==> config.mk <==
export PLATFORM = sky130hd
export DESIGN_NAME = notification_led_blink_arbiter_unit
export DESIGN_NICKNAME = d
export VERILOG_FILES = /design/src/hdl/nlba_pkg.sv /design/src/hdl/notification_led_blink_arbiter_unit.sv /design/src/hdl/nlba_ctrl.sv /design/src/hdl/nlba_datapath.sv
export SDC_FILE = /design/constraint.sdc
export NUM_CORES = 1
export LEC_CHECK = 0
export BUFFER_PORTS_ARGS = -buffer_cell sky130_fd_sc_hd__buf_2
export CAP_MARGIN = 10
export CORE_MARGIN = 2
export CORE_UTILIZATION = 30
export DETAILED_ROUTE_END_ITERATION = 8
export GPL_TIMING_DRIVEN = 0
export PLACE_DENSITY = 0.44
export SLEW_MARGIN = 20
export SYNTH_ARGS = -nofsm -noshare
export SYNTH_HDL_FRONTEND = slang
export SYNTH_SLANG_ARGS = --single-unit
==> constraint.sdc <==
create_clock -name clk -period 6.25 [get_ports clk]
set_input_delay 0 -clock clk [delete_from_list [all_inputs] [get_ports clk]]
set_output_delay 0 -clock clk [all_outputs]
set_load 0.005 [all_outputs]
==> src/hdl/nlba_pkg.sv <==
// ----------------------------------------------------------------------------
// nlba_pkg
// Shared types and constants of the notification light arbiter: slot codes,
// register indexes, field widths and the controller/datapath interface.
// ----------------------------------------------------------------------------
package nlba_pkg;

    // field widths
    localparam int COLOR_W  = 24;
    localparam int TIME_W   = 16;
    localparam int TOTAL_W  = 17;
    localparam int UNIT_W   = 10;
    localparam int BYTE_W   = 8;
    localparam int DIVD_W   = 24;
    localparam int CNT_W    = 5;

    // slot codes carried by opcode
    localparam logic [1:0] SLOT_BATTERY      = 2'd0;
    localparam logic [1:0] SLOT_NOTIFICATION = 2'd1;
    localparam logic [1:0] SLOT_ATTENTION    = 2'd2;
    // opcode that rewrites no slot and only reports the current display
    localparam logic [1:0] OP_REPORT         = 2'd3;

    // shown slot codes
    localparam logic [1:0] SHOWN_NONE         = 2'd0;
    localparam logic [1:0] SHOWN_BATTERY      = 2'd1;
    localparam logic [1:0] SHOWN_NOTIFICATION = 2'd2;
    localparam logic [1:0] SHOWN_ATTENTION    = 2'd3;

    // configuration register indexes
    localparam logic CFG_FREQ_UNIT = 1'b0;
    localparam logic CFG_PWM_FLOOR = 1'b1;

    // register reset values
    localparam logic [UNIT_W-1:0] FREQ_UNIT_RESET = 10'd50;
    localparam logic [BYTE_W-1:0] PWM_FLOOR_RESET = 8'd16;

    // divider step counts for the two quotients
    localparam logic [CNT_W-1:0] FREQ_STEPS = 5'd17;
    localparam logic [CNT_W-1:0] PWM_STEPS  = 5'd24;

    // controller to datapath commands
    typedef struct packed {
        logic wr_slot;
        logic sel_cap;
        logic load_freq;
        logic load_pwm;
        logic div_step;
        logic freq_cap;
        logic pwm_cap;
        logic out_cap;
    } nlba_cmd_t;

    // datapath to controller status
    typedef struct packed {
        logic blink;
        logic div_done;
    } nlba_status_t;

endpackage

==> src/hdl/notification_led_blink_arbiter_unit.sv <==
// ----------------------------------------------------------------------------
// notification_led_blink_arbiter_unit
// Keeps battery, notification and attention light requests and reports the
// colour and blink settings of the highest-priority lit one.
// ----------------------------------------------------------------------------
// Usage:
//   A request (opcode, color, flash_timed, on_ms, off_ms) is taken at a
//   clock edge with start high and busy low. It rewrites one slot; opcode
//   three rewrites none and just reports the current state.
//   One result per request appears on red/green/blue/blink/freq/pwm/
//   shown_slot for a single cycle with done high. The receiver cannot
//   stall; the result must be taken in that cycle. Configuration (cfg_we,
//   cfg_index, cfg_wdata) is for the user to write only while busy is low;
//   the block does not check it. Index 0: frequency unit in ms, 1: duty floor.
// Timing:
//   Steady or unlit result: done rises after the SEL, CHK and FIN states.
//   Blinking result: FRUN and PRUN lie between CHK and FIN; the shared divider
//   produces one quotient bit per cycle: 17 bits for freq, then 24 for pwm.
//   busy is low in the done cycle, so the next request can be taken at the
//   edge that ends it; no request is taken while one is in progress.
// Reset:
//   All slots clear (nothing lit), unit 50 ms, duty floor 16, result ports
//   zero, controller idle.
// ----------------------------------------------------------------------------
module notification_led_blink_arbiter_unit
    import nlba_pkg::*;
(
    input  logic                clk,
    input  logic                rst_n,
    input  logic                start,
    output logic                busy,
    input  logic [1:0]          opcode,
    input  logic [COLOR_W-1:0]  color,
    input  logic                flash_timed,
    input  logic [TIME_W-1:0]   on_ms,
    input  logic [TIME_W-1:0]   off_ms,
    input  logic                cfg_we,
    input  logic                cfg_index,
    input  logic [UNIT_W-1:0]   cfg_wdata,
    output logic                done,
    output logic [BYTE_W-1:0]   red,
    output logic [BYTE_W-1:0]   green,
    output logic [BYTE_W-1:0]   blue,
    output logic                blink,
    output logic [TOTAL_W-1:0]  freq,
    output logic [BYTE_W-1:0]   pwm,
    output logic [1:0]          shown_slot
);

    nlba_cmd_t    cmd;
    nlba_status_t status;

    // sequencer
    nlba_ctrl u_ctrl (
        .clk    (clk),
        .rst_n  (rst_n),
        .start  (start),
        .status (status),
        .cmd    (cmd),
        .busy   (busy),
        .done   (done)
    );

    // storage, divider and results
    nlba_datapath u_datapath (
        .clk         (clk),
        .rst_n       (rst_n),
        .cmd         (cmd),
        .status      (status),
        .cfg_we      (cfg_we),
        .cfg_index   (cfg_index),
        .cfg_wdata   (cfg_wdata),
        .opcode      (opcode),
        .color       (color),
        .flash_timed (flash_timed),
        .on_ms       (on_ms),
        .off_ms      (off_ms),
        .red         (red),
        .green       (green),
        .blue        (blue),
        .blink       (blink),
        .freq        (freq),
        .pwm         (pwm),
        .shown_slot  (shown_slot)
    );

    // an accepted transaction keeps the block busy in the next cycle
    assert property (@(posedge clk) disable iff (!rst_n)
        (start && !busy) |=> busy)
        else $error("accepted transaction did not raise busy");

    // the result strobe lasts one cycle and comes with the block free again
    assert property (@(posedge clk) disable iff (!rst_n)
        done |-> (!busy ##1 !done))
        else $error("done strobe longer than one cycle or while busy");

    // steady result carries no blink settings
    assert property (@(posedge clk) disable iff (!rst_n)
        (done && !blink) |-> (freq == '0 && pwm == '0))
        else $error("blink settings reported for a steady result");

    // nothing lit means black and no blinking
    assert property (@(posedge clk) disable iff (!rst_n)
        (done && shown_slot == SHOWN_NONE) |->
            (red == '0 && green == '0 && blue == '0 && !blink))
        else $error("unlit result carries a colour");

endmodule

==> src/hdl/nlba_ctrl.sv <==
// ----------------------------------------------------------------------------
// nlba_ctrl
// Sequencer of the arbiter: slot write, selection, then the two divisions
// on the shared divider when the shown slot blinks, then the result strobe.
// ----------------------------------------------------------------------------
module nlba_ctrl
    import nlba_pkg::*;
(
    input  logic         clk,
    input  logic         rst_n,
    input  logic         start,
    input  nlba_status_t status,
    output nlba_cmd_t    cmd,
    output logic         busy,
    output logic         done
);

    localparam logic [2:0] ST_IDLE = 3'd0;
    localparam logic [2:0] ST_SEL  = 3'd1;
    localparam logic [2:0] ST_CHK  = 3'd2;
    localparam logic [2:0] ST_FRUN = 3'd3;
    localparam logic [2:0] ST_PRUN = 3'd4;
    localparam logic [2:0] ST_FIN  = 3'd5;

    logic [2:0] state_reg;
    logic [2:0] state_next;
    logic       done_reg;
    logic       done_next;

    // next state and command decode
    always_comb
    begin
        state_next = state_reg;
        cmd        = '0;
        unique case (state_reg)
            ST_IDLE:
            begin
                if (start)
                begin
                    cmd.wr_slot = 1'b1;
                    state_next  = ST_SEL;
                end
            end
            ST_SEL:
            begin
                cmd.sel_cap = 1'b1;
                state_next  = ST_CHK;
            end
            ST_CHK:
            begin
                if (status.blink)
                begin
                    cmd.load_freq = 1'b1;
                    state_next    = ST_FRUN;
                end
                else
                begin
                    state_next = ST_FIN;
                end
            end
            ST_FRUN:
            begin
                if (status.div_done)
                begin
                    cmd.freq_cap = 1'b1;
                    cmd.load_pwm = 1'b1;
                    state_next   = ST_PRUN;
                end
                else
                begin
                    cmd.div_step = 1'b1;
                end
            end
            ST_PRUN:
            begin
                if (status.div_done)
                begin
                    cmd.pwm_cap = 1'b1;
                    state_next  = ST_FIN;
                end
                else
                begin
                    cmd.div_step = 1'b1;
                end
            end
            ST_FIN:
            begin
                cmd.out_cap = 1'b1;
                state_next  = ST_IDLE;
            end
            default:
            begin
                state_next = ST_IDLE;
            end
        endcase
    end

    assign done_next = (state_reg == ST_FIN);

    // state and strobe registers
    always_ff @(posedge clk or negedge rst_n)
    begin
        if (!rst_n)
        begin
            state_reg <= ST_IDLE;
            done_reg  <= 1'b0;
        end
        else
        begin
            state_reg <= state_next;
            done_reg  <= done_next;
        end
    end

    assign busy = (state_reg != ST_IDLE);
    assign done = done_reg;

endmodule

==> src/hdl/nlba_datapath.sv <==
// ----------------------------------------------------------------------------
// nlba_datapath
// Slot storage, configuration registers, priority selection, a shared
// restoring divider (one quotient bit per cycle) and the result registers.
// ----------------------------------------------------------------------------
module nlba_datapath
    import nlba_pkg::*;
(
    input  logic                clk,
    input  logic                rst_n,
    input  nlba_cmd_t           cmd,
    output nlba_status_t        status,
    input  logic                cfg_we,
    input  logic                cfg_index,
    input  logic [UNIT_W-1:0]   cfg_wdata,
    input  logic [1:0]          opcode,
    input  logic [COLOR_W-1:0]  color,
    input  logic                flash_timed,
    input  logic [TIME_W-1:0]   on_ms,
    input  logic [TIME_W-1:0]   off_ms,
    output logic [BYTE_W-1:0]   red,
    output logic [BYTE_W-1:0]   green,
    output logic [BYTE_W-1:0]   blue,
    output logic                blink,
    output logic [TOTAL_W-1:0]  freq,
    output logic [BYTE_W-1:0]   pwm,
    output logic [1:0]          shown_slot
);

    // configuration
    logic [UNIT_W-1:0]  freq_unit_reg;
    logic [BYTE_W-1:0]  pwm_floor_reg;

    // slots
    logic [COLOR_W-1:0] slot_color_reg [3];
    logic               slot_timed_reg [3];
    logic [TIME_W-1:0]  slot_on_reg    [3];
    logic [TIME_W-1:0]  slot_off_reg   [3];
    logic [COLOR_W-1:0] wr_color;

    // selection
    logic [1:0]         sel_idx;
    logic [1:0]         sel_shown;
    logic [COLOR_W-1:0] sel_color_reg;
    logic [1:0]         sel_shown_reg;
    logic               sel_blink_reg;
    logic [TIME_W-1:0]  sel_on_reg;
    logic [TOTAL_W-1:0] sel_total_reg;
    logic               sel_blink;

    // divider
    logic [TOTAL_W-1:0] rem_reg;
    logic [DIVD_W-1:0]  quo_reg;
    logic [TOTAL_W-1:0] dvsr_reg;
    logic [CNT_W-1:0]   cnt_reg;
    logic [TOTAL_W:0]   shifted;
    logic [TOTAL_W:0]   trial;
    logic [DIVD_W-1:0]  on_x255;
    logic [TOTAL_W-1:0] unit_eff;

    // quotients and results
    logic [TOTAL_W-1:0] freq_q_reg;
    logic [BYTE_W-1:0]  pwm_q_reg;
    logic [BYTE_W-1:0]  pwm_raw;
    logic [BYTE_W-1:0]  pwm_floored;
    logic [COLOR_W-1:0] out_color_reg;
    logic               out_blink_reg;
    logic [TOTAL_W-1:0] out_freq_reg;
    logic [BYTE_W-1:0]  out_pwm_reg;
    logic [1:0]         out_shown_reg;

    // configuration writes
    always_ff @(posedge clk or negedge rst_n)
    begin
        if (!rst_n)
        begin
            freq_unit_reg <= FREQ_UNIT_RESET;
            pwm_floor_reg <= PWM_FLOOR_RESET;
        end
        else if (cfg_we)
        begin
            unique case (cfg_index)
                CFG_FREQ_UNIT: freq_unit_reg <= cfg_wdata;
                CFG_PWM_FLOOR: pwm_floor_reg <= cfg_wdata[BYTE_W-1:0];
                default:       freq_unit_reg <= freq_unit_reg;
            endcase
        end
    end

    // attention with both times zero is switched off
    assign wr_color = (opcode == SLOT_ATTENTION && on_ms == '0 && off_ms == '0)
                      ? '0 : color;

    // slot write, opcode three writes nothing
    always_ff @(posedge clk or negedge rst_n)
    begin
        if (!rst_n)
        begin
            for (int i = 0; i < 3; i++)
            begin
                slot_color_reg[i] <= '0;
                slot_timed_reg[i] <= 1'b0;
                slot_on_reg[i]    <= '0;
                slot_off_reg[i]   <= '0;
            end
        end
        else if (cmd.wr_slot && opcode != OP_REPORT)
        begin
            slot_color_reg[opcode] <= wr_color;
            slot_timed_reg[opcode] <= flash_timed;
            slot_on_reg[opcode]    <= on_ms;
            slot_off_reg[opcode]   <= off_ms;
        end
    end

    // priority pick: attention, notification, battery
    always_comb
    begin
        sel_idx   = SLOT_BATTERY;
        sel_shown = SHOWN_NONE;
        if (slot_color_reg[SLOT_ATTENTION] != '0)
        begin
            sel_idx   = SLOT_ATTENTION;
            sel_shown = SHOWN_ATTENTION;
        end
        else if (slot_color_reg[SLOT_NOTIFICATION] != '0)
        begin
            sel_idx   = SLOT_NOTIFICATION;
            sel_shown = SHOWN_NOTIFICATION;
        end
        else if (slot_color_reg[SLOT_BATTERY] != '0)
        begin
            sel_idx   = SLOT_BATTERY;
            sel_shown = SHOWN_BATTERY;
        end
    end

    assign sel_blink = (sel_shown != SHOWN_NONE) && slot_timed_reg[sel_idx]
                       && (slot_on_reg[sel_idx] != '0) && (slot_off_reg[sel_idx] != '0);

    // capture the shown slot
    always_ff @(posedge clk)
    begin
        if (cmd.sel_cap)
        begin
            sel_color_reg <= (sel_shown == SHOWN_NONE) ? '0 : slot_color_reg[sel_idx];
            sel_shown_reg <= sel_shown;
            sel_blink_reg <= sel_blink;
            sel_on_reg    <= slot_on_reg[sel_idx];
            sel_total_reg <= {1'b0, slot_on_reg[sel_idx]} + {1'b0, slot_off_reg[sel_idx]};
        end
    end

    // divider operands: on*255 as (on << 8) - on, unit zero counts as one
    assign on_x255  = {sel_on_reg, 8'd0} - {8'd0, sel_on_reg};
    assign unit_eff = (freq_unit_reg == '0) ? 17'd1 : {7'd0, freq_unit_reg};

    // one restoring step
    assign shifted = {rem_reg, quo_reg[DIVD_W-1]};
    assign trial   = shifted - {1'b0, dvsr_reg};

    // shared divider
    always_ff @(posedge clk or negedge rst_n)
    begin
        if (!rst_n)
        begin
            cnt_reg <= '0;
        end
        else if (cmd.load_freq)
        begin
            cnt_reg <= FREQ_STEPS;
        end
        else if (cmd.load_pwm)
        begin
            cnt_reg <= PWM_STEPS;
        end
        else if (cmd.div_step)
        begin
            cnt_reg <= cnt_reg - 5'd1;
        end
    end

    always_ff @(posedge clk)
    begin
        if (cmd.load_freq)
        begin
            rem_reg  <= '0;
            quo_reg  <= {sel_total_reg, 7'd0};
            dvsr_reg <= unit_eff;
        end
        else if (cmd.load_pwm)
        begin
            rem_reg  <= '0;
            quo_reg  <= on_x255;
            dvsr_reg <= sel_total_reg;
        end
        else if (cmd.div_step)
        begin
            if (!trial[TOTAL_W])
            begin
                rem_reg <= trial[TOTAL_W-1:0];
                quo_reg <= {quo_reg[DIVD_W-2:0], 1'b1};
            end
            else
            begin
                rem_reg <= shifted[TOTAL_W-1:0];
                quo_reg <= {quo_reg[DIVD_W-2:0], 1'b0};
            end
        end
    end

    // quotient capture
    always_ff @(posedge clk)
    begin
        if (cmd.freq_cap)
        begin
            freq_q_reg <= quo_reg[TOTAL_W-1:0];
        end
        if (cmd.pwm_cap)
        begin
            pwm_q_reg <= quo_reg[BYTE_W-1:0];
        end
    end

    // duty floor
    assign pwm_raw     = pwm_q_reg;
    assign pwm_floored = (pwm_raw != '0 && pwm_raw < pwm_floor_reg) ? pwm_floor_reg : pwm_raw;

    // result registers
    always_ff @(posedge clk or negedge rst_n)
    begin
        if (!rst_n)
        begin
            out_color_reg <= '0;
            out_blink_reg <= 1'b0;
            out_freq_reg  <= '0;
            out_pwm_reg   <= '0;
            out_shown_reg <= SHOWN_NONE;
        end
        else if (cmd.out_cap)
        begin
            out_color_reg <= sel_color_reg;
            out_blink_reg <= sel_blink_reg;
            out_freq_reg  <= sel_blink_reg ? freq_q_reg : '0;
            out_pwm_reg   <= sel_blink_reg ? pwm_floored : '0;
            out_shown_reg <= sel_shown_reg;
        end
    end

    assign status.blink    = sel_blink_reg;
    assign status.div_done = (cnt_reg == '0);

    assign red        = out_color_reg[23:16];
    assign green      = out_color_reg[15:8];
    assign blue       = out_color_reg[7:0];
    assign blink      = out_blink_reg;
    assign freq       = out_freq_reg;
    assign pwm        = out_pwm_reg;
    assign shown_slot = out_shown_reg;

endmodule
==> results of run 1 <==
[through the flow]
stage / area [um2] / hold slack (ns)
floorplan: 18600 / -0.296
global placement: 20200 / 0.234
detailed placement: 20400 / 0.0491
CTS: 22500 / 0.0151
global route: 22500 / 0.0413
finish: 22500 / -0.00257
[routing by layer]
| layer | share of wire [%] | track usage (%) | vias to the layer above |
|---|---|---|---|
| met4 | 2.2 | 4.90 | 0 |
| li1 | - | - | 6625 |
| met5 | 0 | 0 | - |
| met2 | 47 | 28.1 | 212 |
| met3 | 3.4 | 2.42 | 69 |
| met1 | 47 | 23.2 | 6712 |
[placed cells by master (no fill, tap or decap), types with 5 or more instances in the layout]
master         count
mux2_2           118
buf_2            132
nor2_1            49
clkbuf_16         47
mux2i_1           41
a31oi_1            9
nand2b_1           8
xor2_1            13
nor3_1            17
clkbuf_8           5
buf_4              6
nor4_1            34
dlygate4sd3_1     72
a22oi_1           16
or3_1              5
dfrtp_1          246
nand3_1           48
a21o_1            12
o21bai_1          24
o21ai_0          147
o211ai_1          24
dfxtp_1           24
clkbuf_1          85
nand3b_1           8
and3_1            16
and2_1            11
edfxtp_1         119
inv_1             58
a21oi_1           64
xnor2_1           33
o21a_1             8
buf_1              5
a31oi_4            6
nand4_1            5
nor2b_1            8
nand2_1          335
ha_1              49
[worst max-delay path: stages (launching register included)]
cell,delay (ns)
dfrtp_1,0.41
nor4_1,0.64
nand2_1,0.48
nor2_2,0.53
buf_2,0.46
mux2i_1,0.13
o21ai_0,0.60
ha_1,0.40
a211o_1,0.38
a21oi_1,0.15
nor2_1,0.09
a21oi_1,0.17
nor2_2,0.09
a211oi_2,0.29
nor2_1,0.13
a311o_1,0.34
[cell usage after synthesis (all sizes together) (3+ instances only)]
master | n | area [um2]
mux2 | 118 | 1330
or3 | 5 | 31.3
a221o | 3 | 30.0
or4 | 3 | 30.0
nor2b | 8 | 50.1
a21oi | 65 | 337
nor4 | 38 | 263
nor2 | 52 | 216
nand3 | 48 | 240
a311oi | 4 | 41.3
and3 | 16 | 100
o211ai | 24 | 180
mux2i | 41 | 410
o2111ai | 5 | 50.0
nor3 | 17 | 85.1
nand2b | 8 | 50.1
edfxtp | 119 | 3570
dfrtp | 246 | 6160
dfxtp | 24 | 480
o311ai | 3 | 33.8
nor3b | 4 | 35.0
a21o | 12 | 90.1
clkbuf | 67 | 251
and2 | 12 | 77.6
nand3b | 8 | 60.1
nand2 | 335 | 1260
buf | 14 | 83.8
o21bai | 24 | 180
o21ai | 151 | 767
nand4 | 6 | 43.8
xnor2 | 34 | 317
a31oi | 15 | 184
a211oi | 3 | 27.5
a22oi | 16 | 120
ha | 49 | 613
o21a | 8 | 60.1
inv | 59 | 224
dfstp | 4 | 105
xor2 | 13 | 114
[worst paths after layout]
| check | from | end | slack [ns] | cells after the start |
|---|---|---|---|---|
| worst min register to register | u_datapath.sel_color_reg[23] | u_datapath.out_color_reg[23] | 0.44 | 2 |
| max in group asynchronous | rst_n | u_datapath.slot_on_reg[5] | 4.85 | 4 |
| min in group clk | opcode[0] | u_datapath.slot_timed_reg[1] | 0.14 | 3 |
| worst min-delay path | rst_n | u_datapath.pwm[0] | -0.003 | 2 |
| worst max-delay path | u_datapath.slot_color_reg[29] | u_datapath.sel_total_reg[16] | 0.70 | 15 |
| worst max register to register | u_datapath.slot_color_reg[29] | u_datapath.sel_total_reg[16] | 0.70 | 15 |
[report_power, final]
part	switching (W)	internal (W)	total (W)
Clock	0.00111	0.00154	0.00265
Sequential	0.000763	0.00400	0.00476
Combinational	0.00246	0.00184	0.00430
[logic make-up (layout without fill, tap and decap cells)]
family	after synthesis	after routing	synth area share, %
AND/OR/NAND/NOR	565	565	13.9
AO/OA/AOI/OAI	356	356	12.5
multiplexers	159	159	9.35
adder cells (fa/ha/maj)	51	51	3.46
buffers and inverters	141	431	3.03
flip-flops	393	393	55.4
XOR/XNOR	47	47	2.31
[what timing repair did]
item,CTS,global route
hold endpoints to repair,348,0
endpoints found under the setup margin,0,0
hold buffers,72,0
[final cells by class]
| cell class | instances | area (um2) | share of cell area, % |
|---|---|---|---|
| Sequential cell | 393 | 10300 | 45.8 |
| Multi-Input combinational cell | 1178 | 7730 | 34.3 |
| Timing Repair Buffer | 207 | 1470 | 6.54 |
| Clock buffer | 71 | 1320 | 5.86 |
| Tap cell | 790 | 988 | 4.39 |
| Buffer | 81 | 335 | 1.49 |
| Inverter | 60 | 228 | 1.01 |
| Clock inverter | 12 | 139 | 0.616 |
==> impl_metrics.csv, run 1 <==
group,metric,value,unit
status,status,"finished with violations",
status,violations,"negative hold slack",
worst_hold_path,hp-class,"input port to asynchronous set/reset pin",
cts,cts-resized-gates,0,
sta,setup-violations-final,0,
synthesis,syn_area_per_cell,10.9,um2
pwr,powerDensity,520,nW/um2
place,io_buffers,127,
global_route,grt_pass1_wl,83900,um
sta,fin_tns_setup,0,ns
sta,fin_crit_sh,88.8,%
pwr,design_power_total,0.0117,W
worst_setup_path,crit_arrival,5.89,ns
sta,final-max-slew-violation-count,0,
sta,timing.fmax,180,MHz
drt,first_pass_iters,6,
cts,worstSkewPairLatency,0.60,ns
cts,cts_sinks,393,
global_route,grt_pass1_vias,14200,
global_route,grt_max_degree,93,
final_layout,post-route-util,36.6,%
worst_setup_path,criticalPathCategory,"flop to flop",
final_layout,largest_reg_flops,72,
synthesis,yosys_warnings,0,
drt,wl_per_cell,19.3,um
sta,hold_viol,1,
cts,ctsHtreeMaxLevel,2,
drt,via_per_inst,4.88,
sta,hold_slack,-0.00257,ns
synthesis,syn_nets,1836,
worst_setup_path,critPathLaunchType,"flop",
place,place_ws,0.759,ns
sta,worst_pin_slew,1.19,ns
worst_setup_path,worstPathRequired,6.59,ns
sta,fin_skew,0.0256,ns
sta,timing.final.ws_setup,0.697,ns
drt,drt_iter0_markers,732,
worst_setup_path,path_max_fanout,10,
sta,rsz0062_at_grt,"no",
drt,num_vias,13600,
synthesis,ys.flop_type,"dfrtp_1",
final_layout,drive_gt1_share,18.0,%
cts,cts_tree,"yes",
flow_run,maxCapViolations,0,
final_layout,antennaDiodeCount,0,
worst_setup_path,cp-end-kind,"flop",
floorplan,rows,91,
synthesis,yosysSeqAreaShare,55.4,%
synthesis,syn_area,18600,um2
synthesis,syn_inst,1712,
global_route,overflow,0,
drt,drc,0,
synthesis,synth_edf_count,119,
global_route,track_usage,17.0,%
cts,cts_buffer_depth,3,
pwr,p_leak,9.69,nW
place,globalplace.congestion,0.840,
synthesis,synthArstFlopShare,63.6,%
cts,cts-buffers-inserted,46,
synthesis,ys_ff_latch,393,
floorplan,num_io_pins,128,
cts,cts_setup_buffers,0,
pwr,ir_worst_vdd,223,uV
floorplan,die_h,253,um
place,dp_hpwl,39700,um
cts,clk_pin_slew,0.06,ns
floorplan,initial_core_util,30.3,%
sta,min_period,5.55,ns
final_layout,layout-area-overhead-vs-synth,21.1,%
synthesis,ys_types,80,
cts,ctsRootBufferMaster,"clkbuf_16",
final_layout,final_cells,2792,
floorplan,dieArea,64000,um2
final_layout,n_fill_cell,6131,
floorplan,die_w,253,um
floorplan,core-area,61500,um2
place,place_inst,2637,
global_route,antenna_found_initial,2,
drt,wirelength,53800,um
final_layout,fin_nets,2091,
drt,ant_nets,0,
sta,relSlewSlack,20.1,%
(Power assumes the default switching activity.)
==> run 2, diff against run 1 <==
--- a/config.mk
+++ b/config.mk
@@ -8,10 +8,10 @@
 export BUFFER_PORTS_ARGS = -buffer_cell sky130_fd_sc_hd__buf_2
 export CAP_MARGIN = 10
 export CORE_MARGIN = 2
-export CORE_UTILIZATION = 30
+export CORE_UTILIZATION = 46
 export DETAILED_ROUTE_END_ITERATION = 8
 export GPL_TIMING_DRIVEN = 0
-export PLACE_DENSITY = 0.44
+export PLACE_DENSITY = 0.62
 export SLEW_MARGIN = 20
 export SYNTH_ARGS = -nofsm -noshare
 export SYNTH_HDL_FRONTEND = slang
==> impl_metrics.csv, run 2 (synthesis results as in run 1) <==
group,metric,value,unit
final_layout,layout_commonest_cell,"nand2_1",
cts,cts_hold_buf,71,
final_layout,layout-area-overhead-vs-synth,19.1,%
final_layout,post-route-util,55.6,%
worst_setup_path,cpPeakStageDelay,0.62,ns
cts,cts_tree,"yes",
cts,cts-resized-gates,0,
sta,fin_tns_setup,0,ns
sta,rsz0062_at_grt,"no",
cts,cts-buffers-inserted,43,
pwr,powerDensity,518,nW/um2
global_route,track_usage,23.3,%
global_route,antenna_found_initial,1,
floorplan,initial_core_util,46.7,%
global_route,grt_pass1_vias,13700,
sta,timing.fmax,182,MHz
global_route,grt_max_degree,95,
place,globalplace.congestion,0.860,
global_route,overflow,0,
pwr,p_leak,9.67,nW
drt,wl_per_cell,18.9,um
final_layout,fin_nets,2088,
status,status,"finished, final reports clean",
pwr,ir_worst_vdd,214,uV
floorplan,die_h,205,um
floorplan,dieArea,42100,um2
cts,clk_pin_slew,0.06,ns
worst_setup_path,path_max_fanout,10,
cts,worstSkewPairLatency,0.57,ns
global_route,grt_pass1_wl,75900,um
cts,cts_sinks,393,
floorplan,rows,73,
final_layout,register_area,10300,um2
drt,num_vias,13700,
worst_setup_path,cpMaxStageDelayCell,"o21ai_0",
floorplan,core-area,39800,um2
final_layout,drive_gt1_share,18.1,%
cts,cts_buffer_depth,3,
cts,cts_setup_buffers,0,
drt,wirelength,47800,um
drt,first_pass_iters,5,
flow_run,maxCapViolations,0,
cts,ctsRootBufferMaster,"clkbuf_16",
cts,ctsHtreeMaxLevel,2,
sta,hold_viol,0,
place,io_buffers,127,
final_layout,layout_common_cells,"nand2_1 (335), dfrtp_1 (246), o21ai_0 (147), buf_2 (132), edfxtp_1 (119)",
sta,final-max-slew-violation-count,0,
worst_setup_path,crit_arrival,5.80,ns
worst_setup_path,path_cells,"nor4_1 > nand2_1 > nor2_2 > buf_2 > mux2i_1 > o21ai_0 > ha_1 > a211o_1 > a21oi_1 > nor2_1 > a21oi_1 > nor2_2 > a211oi_2 > nor2_1 > a311o_1",
drt,via_per_inst,5.44,
sta,min_period,5.49,ns
worst_setup_path,criticalPathCategory,"flop to flop",
drt,drc,0,
drt,ant_nets,0,
drt,drt_iter0_markers,1027,
final_layout,n_fill_cell,3492,
floorplan,num_io_pins,128,
worst_setup_path,cp-end-kind,"flop",
final_layout,multi_input_area,7730,um2
sta,fin_skew,0.0169,ns
sta,fin_crit_sh,87.9,%
place,dp_hpwl,35200,um
final_layout,largest_reg_flops,72,
sta,relSlewSlack,27.8,%
worst_setup_path,worstPathRequired,6.56,ns
floorplan,die_w,205,um
sta,worst_pin_slew,1.07,ns
worst_hold_path,hp-class,"input port to flop",
sta,setup-violations-final,0,
worst_setup_path,critPathLaunchType,"flop",
## run 2: report_power, final
part / switching [W] / total [W] / internal, W / leakage, nW
registers: 0.000716 / 0.00471 / 0.00400 / 4.39
clock network: 0.00102 / 0.00251 / 0.00149 / 0.684
logic: 0.00243 / 0.00427 / 0.00184 / 4.59
## run 2: final cells by class
type	count	area share, %
Clock inverter	11	0.542
Clock buffer	68	5.75
Multi-Input combinational cell	1178	34.9
Buffer	81	1.51
Antenna cell	1	0.0113
Inverter	60	1.03
Sequential cell	393	46.6
Tap cell	525	2.96
Timing Repair Buffer	207	6.74
## run 2: metrics by stage
step                      total power (W)  hold slack, ns  instances  cell area (um2)  setup slack, ns
after floorplan                   0.00759          -0.296       1712            18600            0.615
after global placement            0.00881           0.249       2364            19900            -1.17
after detailed placement          0.00897          -0.105       2373            20000            0.819
after CTS                          0.0115           0.107       2523            22200            0.794
after global routing               0.0123           0.153       2523            22200            0.583
final                              0.0115           0.115       2524            22200            0.755
## run 2: layer usage
layer	GRT usage, %	vias up	routed length, um
met5	0	-	0
met4	7.07	0	1150
met3	3.31	72	2050
met2	38.9	325	22900
met1	31.7	6698	21700
li1	-	6640	-
## run 2: path summary, 6_finish.rpt
path | startpoint | endpoint | slack [ns] | cells past startpoint
hold reg to reg | u_datapath.sel_color_reg[17] | u_datapath.out_color_reg[17] | 0.43 | 2
hold / removal | cfg_we | u_datapath.pwm_floor_reg[2] | 0.12 | 3
max in group asynchronous | rst_n | u_datapath.slot_off_reg[12] | 4.59 | 6
setup reg to reg | u_datapath.slot_color_reg[28] | u_datapath.sel_total_reg[16] | 0.76 | 15
min in group asynchronous | rst_n | u_datapath.blink | 0.52 | 4
setup / recovery | u_datapath.slot_color_reg[28] | u_datapath.sel_total_reg[16] | 0.76 | 15
## run 2: critical path, delay by kind of cell, from the launching register on
family                     cells  cell delay, ns
DFF                            1            0.42
AOI/OAI and AO/OA              6            1.96
muxes                          1            0.13
and+or+nand+nor                6            1.84
adders and majority gates      1            0.40
buffers and inverters          1            0.46
